--- config.mk ---
export PLATFORM = sky130hd
export DESIGN_NAME = circular_fifo_with_reverse_core
export DESIGN_NICKNAME = d
export VERILOG_FILES = /design/src/hw/rtl/cfwr_pkg.sv /design/src/hw/rtl/circular_fifo_with_reverse_core.sv /design/src/hw/rtl/cfwr_mem.sv /design/src/hw/rtl/cfwr_ctrl.sv
export SDC_FILE = /design/constraint.sdc
export NUM_CORES = 1
export LEC_CHECK = 0
export BUFFER_PORTS_ARGS = -buffer_cell sky130_fd_sc_hd__buf_2
export CORE_UTILIZATION = 41
export CTS_CLUSTER_DIAMETER = 40
export DETAILED_ROUTE_END_ITERATION = 8
export SYNTH_ARGS = -nofsm -noshare
export SYNTH_HDL_FRONTEND = slang
export SYNTH_SLANG_ARGS = --single-unit
--- constraint.sdc ---
create_clock -name clk -period 6.8 [get_ports clk]
set_input_delay 0 -clock clk [delete_from_list [all_inputs] [get_ports clk]]
set_output_delay 0 -clock clk [all_outputs]
set_load 0.02 [all_outputs]
--- src/hw/rtl/cfwr_pkg.sv ---
// ----------------------------------------------------------------------------
// cfwr_pkg
// Shared types and constants for the circular FIFO with order reversal.
// ----------------------------------------------------------------------------
package cfwr_pkg;

    localparam int CFWR_DEPTH      = 16;
    localparam int CFWR_DATA_WIDTH = 32;

    // capacity register and occupancy are fixed at 5 bits
    localparam int CAP_W = 5;
    localparam int CNT_W = 5;
    localparam logic [CAP_W-1:0] CAP_RESET = 5'd16;

    typedef enum logic [1:0] {
        FN_ENQ  = 2'd0,
        FN_DEQ  = 2'd1,
        FN_PEEK = 2'd2,
        FN_REV  = 2'd3
    } func_t;

    typedef enum logic [1:0] {
        ST_DONE  = 2'd0,
        ST_FULL  = 2'd1,
        ST_EMPTY = 2'd2
    } status_t;

    // per-word result info handed from the pointer logic to the result stage
    typedef struct packed {
        logic             rd;
        status_t          status;
        logic [CNT_W-1:0] occupancy;
        logic             is_empty;
        logic             is_full;
    } res_t;

endpackage

--- src/hw/rtl/circular_fifo_with_reverse_core.sv ---
// ----------------------------------------------------------------------------
// circular_fifo_with_reverse_core
// Ring FIFO of signed words with enqueue, dequeue, peek and order reversal.
// ----------------------------------------------------------------------------
// Usage:
//   Command channel: a word (func, value) is taken at a rising edge with
//   start high and busy low. busy is high only during and just after reset
//   and while a configuration write is offered.
//   Result channel: done pulses for one cycle with data, status, occupancy,
//   is_empty and is_full, in the cycle after the command was taken.
//   The receiver cannot stall; every result must be captured on the strobe.
//   Throughput is one command per cycle while busy is low: the pointer
//   update and the slot read of the synchronous slot RAM happen at the same edge.
//   Configuration: cfg_valid/cfg_ready write the capacity (1..DEPTH, 0 acts
//   as 1, larger acts as DEPTH) and empty the queue. Write only when idle.
//   Reset empties the queue, sets capacity to 16 and forward order. Slot
//   contents are not cleared; only written slots are ever read.
// ----------------------------------------------------------------------------
module circular_fifo_with_reverse_core #(
    parameter int DEPTH      = cfwr_pkg::CFWR_DEPTH,
    parameter int DATA_WIDTH = cfwr_pkg::CFWR_DATA_WIDTH
) (
    input  logic                         clk,
    input  logic                         rst_n,
    input  logic                         start,
    output logic                         busy,
    input  logic [1:0]                   func,
    input  logic signed [DATA_WIDTH-1:0] value,
    output logic                         done,
    output logic signed [DATA_WIDTH-1:0] data,
    output logic [1:0]                   status,
    output logic [cfwr_pkg::CNT_W-1:0]   occupancy,
    output logic                         is_empty,
    output logic                         is_full,
    input  logic                         cfg_valid,
    output logic                         cfg_ready,
    input  logic [cfwr_pkg::CAP_W-1:0]   cfg_data
);
    import cfwr_pkg::*;

    localparam int IDX_W = $clog2(DEPTH);
    localparam logic [DATA_WIDTH-1:0] WORD_MIN = {1'b1, {(DATA_WIDTH-1){1'b0}}};

    logic                  init_reg;
    logic                  acc;
    logic                  cfg_we;
    logic                  mem_we;
    logic [IDX_W-1:0]      mem_waddr;
    logic [DATA_WIDTH-1:0] mem_wdata;
    logic                  mem_re;
    logic [IDX_W-1:0]      mem_raddr;
    logic [DATA_WIDTH-1:0] mem_rdata;
    res_t                  res_next;
    res_t                  res_reg;
    logic                  done_reg;

    // hold off commands right after reset and while a config write is offered
    assign busy      = init_reg | cfg_valid;
    assign cfg_ready = ~init_reg;
    assign acc       = start & ~busy;
    assign cfg_we    = cfg_valid & cfg_ready;

    always_ff @(posedge clk or negedge rst_n)
    begin
        if (!rst_n)
        begin
            init_reg <= 1'b1;
        end
        else
        begin
            init_reg <= 1'b0;
        end
    end

    cfwr_ctrl #(
        .DEPTH      (DEPTH),
        .DATA_WIDTH (DATA_WIDTH)
    ) u_ctrl (
        .clk       (clk),
        .rst_n     (rst_n),
        .acc       (acc),
        .func      (func),
        .value     (value),
        .cfg_we    (cfg_we),
        .cfg_data  (cfg_data),
        .mem_we    (mem_we),
        .mem_waddr (mem_waddr),
        .mem_wdata (mem_wdata),
        .mem_re    (mem_re),
        .mem_raddr (mem_raddr),
        .res       (res_next)
    );

    cfwr_mem #(
        .DEPTH      (DEPTH),
        .DATA_WIDTH (DATA_WIDTH)
    ) u_mem (
        .clk   (clk),
        .we    (mem_we),
        .waddr (mem_waddr),
        .wdata (mem_wdata),
        .re    (mem_re),
        .raddr (mem_raddr),
        .rdata (mem_rdata)
    );

    always_ff @(posedge clk or negedge rst_n)
    begin
        if (!rst_n)
        begin
            done_reg <= 1'b0;
        end
        else
        begin
            done_reg <= acc;
        end
    end

    always_ff @(posedge clk)
    begin
        if (acc)
        begin
            res_reg <= res_next;
        end
    end

    // read data comes straight from the RAM output register
    always_comb
    begin
        if (res_reg.rd)
        begin
            data = mem_rdata;
        end
        else if (res_reg.status == ST_EMPTY)
        begin
            data = WORD_MIN;
        end
        else
        begin
            data = '0;
        end
    end

    assign done      = done_reg;
    assign status    = res_reg.status;
    assign occupancy = res_reg.occupancy;
    assign is_empty  = res_reg.is_empty;
    assign is_full   = res_reg.is_full;

endmodule

--- src/hw/rtl/cfwr_mem.sv ---
// ----------------------------------------------------------------------------
// cfwr_mem
// Slot storage: one write port, one read port with registered read data.
// ----------------------------------------------------------------------------
module cfwr_mem #(
    parameter int DEPTH      = cfwr_pkg::CFWR_DEPTH,
    parameter int DATA_WIDTH = cfwr_pkg::CFWR_DATA_WIDTH
) (
    input  logic                     clk,
    input  logic                     we,
    input  logic [$clog2(DEPTH)-1:0] waddr,
    input  logic [DATA_WIDTH-1:0]    wdata,
    input  logic                     re,
    input  logic [$clog2(DEPTH)-1:0] raddr,
    output logic [DATA_WIDTH-1:0]    rdata
);
    import cfwr_pkg::*;

    logic [DATA_WIDTH-1:0] mem [DEPTH];
    logic [DATA_WIDTH-1:0] rdata_reg;

    always_ff @(posedge clk)
    begin
        if (we)
        begin
            mem[waddr] <= wdata;
        end
    end

    always_ff @(posedge clk)
    begin
        if (re)
        begin
            rdata_reg <= mem[raddr];
        end
    end

    assign rdata = rdata_reg;

endmodule

--- src/hw/rtl/cfwr_ctrl.sv ---
// ----------------------------------------------------------------------------
// cfwr_ctrl
// Ring pointers, entry count, direction bit and capacity register.
// ----------------------------------------------------------------------------
module cfwr_ctrl #(
    parameter int DEPTH      = cfwr_pkg::CFWR_DEPTH,
    parameter int DATA_WIDTH = cfwr_pkg::CFWR_DATA_WIDTH
) (
    input  logic                         clk,
    input  logic                         rst_n,
    input  logic                         acc,
    input  logic [1:0]                   func,
    input  logic [DATA_WIDTH-1:0]        value,
    input  logic                         cfg_we,
    input  logic [cfwr_pkg::CAP_W-1:0]   cfg_data,
    output logic                         mem_we,
    output logic [$clog2(DEPTH)-1:0]     mem_waddr,
    output logic [DATA_WIDTH-1:0]        mem_wdata,
    output logic                         mem_re,
    output logic [$clog2(DEPTH)-1:0]     mem_raddr,
    output cfwr_pkg::res_t               res
);
    import cfwr_pkg::*;

    localparam int IDX_W = $clog2(DEPTH);
    localparam int CW    = ((IDX_W > CAP_W) ? IDX_W : CAP_W) + 1;
    localparam logic [CW-1:0] DEPTH_C = CW'(DEPTH);

    logic [CAP_W-1:0] cap_reg,  cap_next;
    logic [IDX_W-1:0] head_reg, head_next;
    logic [IDX_W-1:0] tail_reg, tail_next;
    logic [CNT_W-1:0] cnt_reg,  cnt_next;
    logic             rev_reg,  rev_next;

    logic [CW-1:0]    eff_cap;
    logic [IDX_W-1:0] front;
    logic [IDX_W-1:0] head_dec;
    logic [IDX_W-1:0] tail_inc;
    logic [IDX_W-1:0] tail_dec;
    logic [IDX_W-1:0] head_inc;
    logic             full;

    function automatic logic [IDX_W-1:0] idx_inc(input logic [IDX_W-1:0] i,
                                                input logic [CW-1:0] cap);
        logic [CW-1:0] iw;
        iw = CW'(i) + CW'(1);
        return (iw >= cap) ? '0 : iw[IDX_W-1:0];
    endfunction

    function automatic logic [IDX_W-1:0] idx_dec(input logic [IDX_W-1:0] i,
                                                input logic [CW-1:0] cap);
        logic [CW-1:0] cm1;
        cm1 = cap - CW'(1);
        return ((i == '0) || (CW'(i) >= cap)) ? cm1[IDX_W-1:0] : i - IDX_W'(1);
    endfunction

    // clamp the register into 1..DEPTH
    always_comb
    begin
        if (cap_reg == '0)
        begin
            eff_cap = CW'(1);
        end
        else if (CW'(cap_reg) > DEPTH_C)
        begin
            eff_cap = DEPTH_C;
        end
        else
        begin
            eff_cap = CW'(cap_reg);
        end
    end

    assign head_dec = idx_dec(head_reg, eff_cap);
    assign head_inc = idx_inc(head_reg, eff_cap);
    assign tail_dec = idx_dec(tail_reg, eff_cap);
    assign tail_inc = idx_inc(tail_reg, eff_cap);
    assign front    = rev_reg ? tail_dec : head_reg;
    assign full     = (CW'(cnt_reg) >= eff_cap);

    always_comb
    begin
        cap_next  = cap_reg;
        head_next = head_reg;
        tail_next = tail_reg;
        cnt_next  = cnt_reg;
        rev_next  = rev_reg;
        mem_we    = 1'b0;
        mem_waddr = tail_reg;
        mem_wdata = value;
        mem_re    = 1'b0;
        mem_raddr = front;
        res.rd    = 1'b0;
        res.status = ST_DONE;

        if (cfg_we)
        begin
            // new capacity: drop everything
            cap_next  = cfg_data;
            head_next = '0;
            tail_next = '0;
            cnt_next  = '0;
            rev_next  = 1'b0;
        end
        else if (acc)
        begin
            case (func_t'(func))
                FN_ENQ:
                begin
                    if (full)
                    begin
                        res.status = ST_FULL;
                    end
                    else
                    begin
                        mem_we   = 1'b1;
                        cnt_next = cnt_reg + CNT_W'(1);
                        if (rev_reg)
                        begin
                            // reversed: back of queue sits below head
                            mem_waddr = head_dec;
                            head_next = head_dec;
                        end
                        else
                        begin
                            mem_waddr = tail_reg;
                            tail_next = tail_inc;
                        end
                    end
                end
                FN_DEQ, FN_PEEK:
                begin
                    if (cnt_reg == '0)
                    begin
                        res.status = ST_EMPTY;
                    end
                    else
                    begin
                        mem_re = 1'b1;
                        res.rd = 1'b1;
                        if (func_t'(func) == FN_DEQ)
                        begin
                            cnt_next = cnt_reg - CNT_W'(1);
                            if (rev_reg)
                            begin
                                tail_next = tail_dec;
                            end
                            else
                            begin
                                head_next = head_inc;
                            end
                            if (cnt_reg == CNT_W'(1))
                            begin
                                head_next = '0;
                                tail_next = '0;
                                rev_next  = 1'b0;
                            end
                        end
                    end
                end
                FN_REV:
                begin
                    if (cnt_reg != '0)
                    begin
                        rev_next = ~rev_reg;
                    end
                end
                default:
                begin
                    rev_next = rev_reg;
                end
            endcase
        end

        res.occupancy = cnt_next;
        res.is_empty  = (cnt_next == '0);
        res.is_full   = (CW'(cnt_next) == eff_cap);
    end

    always_ff @(posedge clk or negedge rst_n)
    begin
        if (!rst_n)
        begin
            cap_reg  <= CAP_RESET;
            head_reg <= '0;
            tail_reg <= '0;
            cnt_reg  <= '0;
            rev_reg  <= 1'b0;
        end
        else
        begin
            cap_reg  <= cap_next;
            head_reg <= head_next;
            tail_reg <= tail_next;
            cnt_reg  <= cnt_next;
            rev_reg  <= rev_next;
        end
    end

endmodule

==> flow_metrics.tcl <==
set metrics [dict create \
    die_y_um 240 \
    internal_power_mw 8.70 \
    relSlewSlack_pct 14.2 \
    h-tree-depth 3 \
    grt_max_degree 108 \
    synth_edf_count 554 \
    path_class "reg2reg" \
    p_switching_mw 4.03 \
    p_leak_nw 9.42 \
    drt_iter0_drc 934 \
    async_reset_ff_share_pct 3.65 \
    rsz0062_at_grt "false" \
    cts_tree "done" \
    wl_mm 51.8 \
    clk_path_buf_depth 3 \
    cap_violations 0 \
    slew_viol_final 0 \
    finClkSkew_ns 0.0245 \
    ys_warn_count 0 \
    cp_slowest_cell "nor2_4" \
    ys_ff_latch 575 \
    via_per_inst 5.44 \
    syn-cell-area_mm2 0.0232 \
    period_share_pct 75.0 \
    finalSetupViolCount 0 \
    cts_sinks 575 \
    switching_share_pct 31.7 \
    cts.clk_slew.worst_paths_ns 0.05 \
    io_pins 87 \
    crit_fanout 25 \
    critPathLaunchType "flip-flop" \
    crit_path_end_kind "flip-flop" \
    p_clk_share_pct 33.4 \
    seqPwrFrac_pct 33.1 \
    antenna_found_initial 0 \
    fin_nets 1459 \
    ir_drop_v 0.000519 \
    syn_inst 1201 \
    drt_pass1_iterations 5 \
    yosysUniqueCellTypes 61 \
    grt_pass1_vias 12300 \
    clock_latency_ns 0.61 \
    synthesis.nets 1282 \
    num_rows 86 \
    core_mm2 0.0554 \
    status "finished, final reports clean" \
    ant_nets 0 \
    clockRootBuffer "clkbuf_16" \
    die_x_um 240 \
    hold_slack_ns 0.0807 \
    power.total_mw 12.7 \
    crit_arrival_ns 5.40 \
    power_density_mw_per_mm2 457 \
    die_area_mm2 0.0575 \
    drive_gt1_share_pct 29.2 \
    ys.flop_type "edfxtp_1" \
    slowest_delay_ns 0.83 \
    fin_tns_setup_ns 0 \
    cts_resized 0 \
    period_needed_ns 5.10 \
    route.detailed.drc 0 \
    timing_hold_violations_final 0 \
    synthToLayoutAreaGrowth_pct 20.4 \
    largest_reg_flops 512 \
    via_count 11900 \
    p_comb_share_pct 33.5 \
    grt_overflow 0 \
    worstMarginPinSlew_ns 1.28 \
    grt_pass1_wl_mm 77.6 \
    dp_hpwl_mm 30.1 \
    hold_path.class "in2reg" \
    syn_avg_cell_area_um2 19.3 \
    cts_buffers 79 \
    worstPathCellList "nor3_1, nor2_1, nor2_1, ha_1, nor2b_1, o21ai_0, a31oi_1, nand4_1, and2_1, a31oi_1, nand2b_1, nor2_4, buf_4" \
    start_util_pct 41.8 \
    worst_ep_required_time_ns 7.10 \
    port_buffers 86 \
    max_freq_ghz 0.196 \
    antenna_cells 0 \
    grt_usage_pct 18.5 \
    ys_seq_area_share_pct 74.1 \
    place_congestion 0.834 \
    routedWlPerCell_um 23.6 \
]
-- critical path, delay by kind of cell (launching register included) --
| kind | cells | cell delay [ns] |
|---|---|---|
| flops | 1 | 0.43 |
| compound gates | 3 | 1.17 |
| fa+ha+maj | 1 | 0.36 |
| buf+inv | 1 | 0.33 |
| simple gates | 8 | 2.50 |
-- per-stage QoR --
| step | setup WS, ns | cell area [um^2] | utilization (%) | instances |
|---|---|---|---|---|
| after floorplan | 2.05 | 23200 | - | 1201 |
| after detailed placement | 1.62 | 24600 | 44.5 | 1997 |
| after CTS | 1.60 | 27900 | 50.3 | 2191 |
| after global placement | 1.82 | 24600 | 44.5 | 1997 |
| final | 1.70 | 27900 | 50.3 | 2191 |
| after global routing | 1.32 | 27900 | 50.3 | 2191 |
-- cells in the final DEF (no fill, tap or decap), types with 6 or more instances in the layout --
cell type,netlist,final
inv_1,18,18
xnor2_1,9,9
clkbuf_16,0,84
edfxtp_1,554,554
dfrtp_1,19,19
clkinvlp_4,0,6
buf_4,9,25
dlygate4sd3_1,0,48
inv_6,0,11
nand2b_1,9,9
mux4_2,128,128
a21oi_1,12,12
a22oi_1,64,64
nor2_4,0,17
and2_1,34,33
nand2_1,75,75
clkinv_2,0,14
mux2i_1,7,7
ha_1,38,38
buf_2,14,86
o21ai_0,26,26
nand3_1,8,8
nor3_1,9,8
bufinv_16,0,10
clkbuf_1,38,7
nor2_1,34,17
a31oi_1,11,10
-- area by class of cell --
| class | count | area [um^2] |
|---|---|---|
| fillers | 4479 | 27500 |
| clock inverters | 55 | 639 |
| multi-input cells | 540 | 5800 |
| well taps | 748 | 936 |
| flip-flops and latches | 575 | 17200 |
| repair buffers | 161 | 1140 |
| clock buffers | 91 | 2130 |
| inverters | 21 | 78.8 |
-- logic make-up after synthesis --
kind of cell / after synthesis / synth area share (%)
xor+xnor: 13 / 0.492
compound gates: 142 / 4.20
other cells: 1 / 0.0162
simple gates: 206 / 4.50
mux: 140 / 13.0
buf+inv: 86 / 1.65
flops: 575 / 74.1
fa+ha+maj: 38 / 2.05
-- path summary, 6_finish.rpt --
kind	slack (ns)	from	end	depth (start not counted)
worst max-delay path	1.70	u_ctrl.cap_reg[1]	u_mem.mem[5][5]	13
worst max register to register	1.70	u_ctrl.cap_reg[1]	u_mem.mem[5][5]	13
min in group asynchronous	0.46	rst_n	init_reg	3
max in group asynchronous	4.93	rst_n	u_ctrl.tail_reg[2]	4
worst min-delay path	0.08	func[0]	u_ctrl.rev_reg	5
worst min register to register	0.62	u_ctrl.head_reg[0]	u_ctrl.head_reg[0]	1
-- per-layer routing --
layer  up-vias  wire length [um]  track usage, %
li1       5260                 -               -
met1      6192             23000            25.8
met2       395             25100            29.9
met3        74              2780            3.46
met4         0               911            4.90
met5         -                 0               0
-- Yosys cell counts, types with 11 or more instances --
master / n / area share (%)
mux4_2: 128 / 12
and2_1: 34 / 0.92
a21oi_1: 12 / 0.26
inv_1: 18 / 0.29
a31oi_1: 11 / 0.30
dfrtp_1: 19 / 2.1
buf_2: 14 / 0.30
o21ai_0: 26 / 0.56
edfxtp_1: 554 / 72
nand2_1: 75 / 1.2
ha_1: 38 / 2.1
a22oi_1: 64 / 2.1
nor2_1: 34 / 0.55
clkbuf_1: 38 / 0.62
-- power by group through the flow --
stage	registers (mW)	logic, mW	clock network (mW)
floorplan	4.22	3.16	0
global placement	4.28	4.29	0
detailed placement	4.28	4.31	0
CTS	4.21	4.36	4.32
global route	4.22	4.65	4.45
finish	4.21	4.27	4.25
-- what timing repair did --
item,4_1_cts,5_1_grt
buffers inserted,0,0
endpoints found under the setup margin,0,0
hold buffers,48,0
endpoints found under the hold margin,550,0
(Power assumes the default switching activity.)
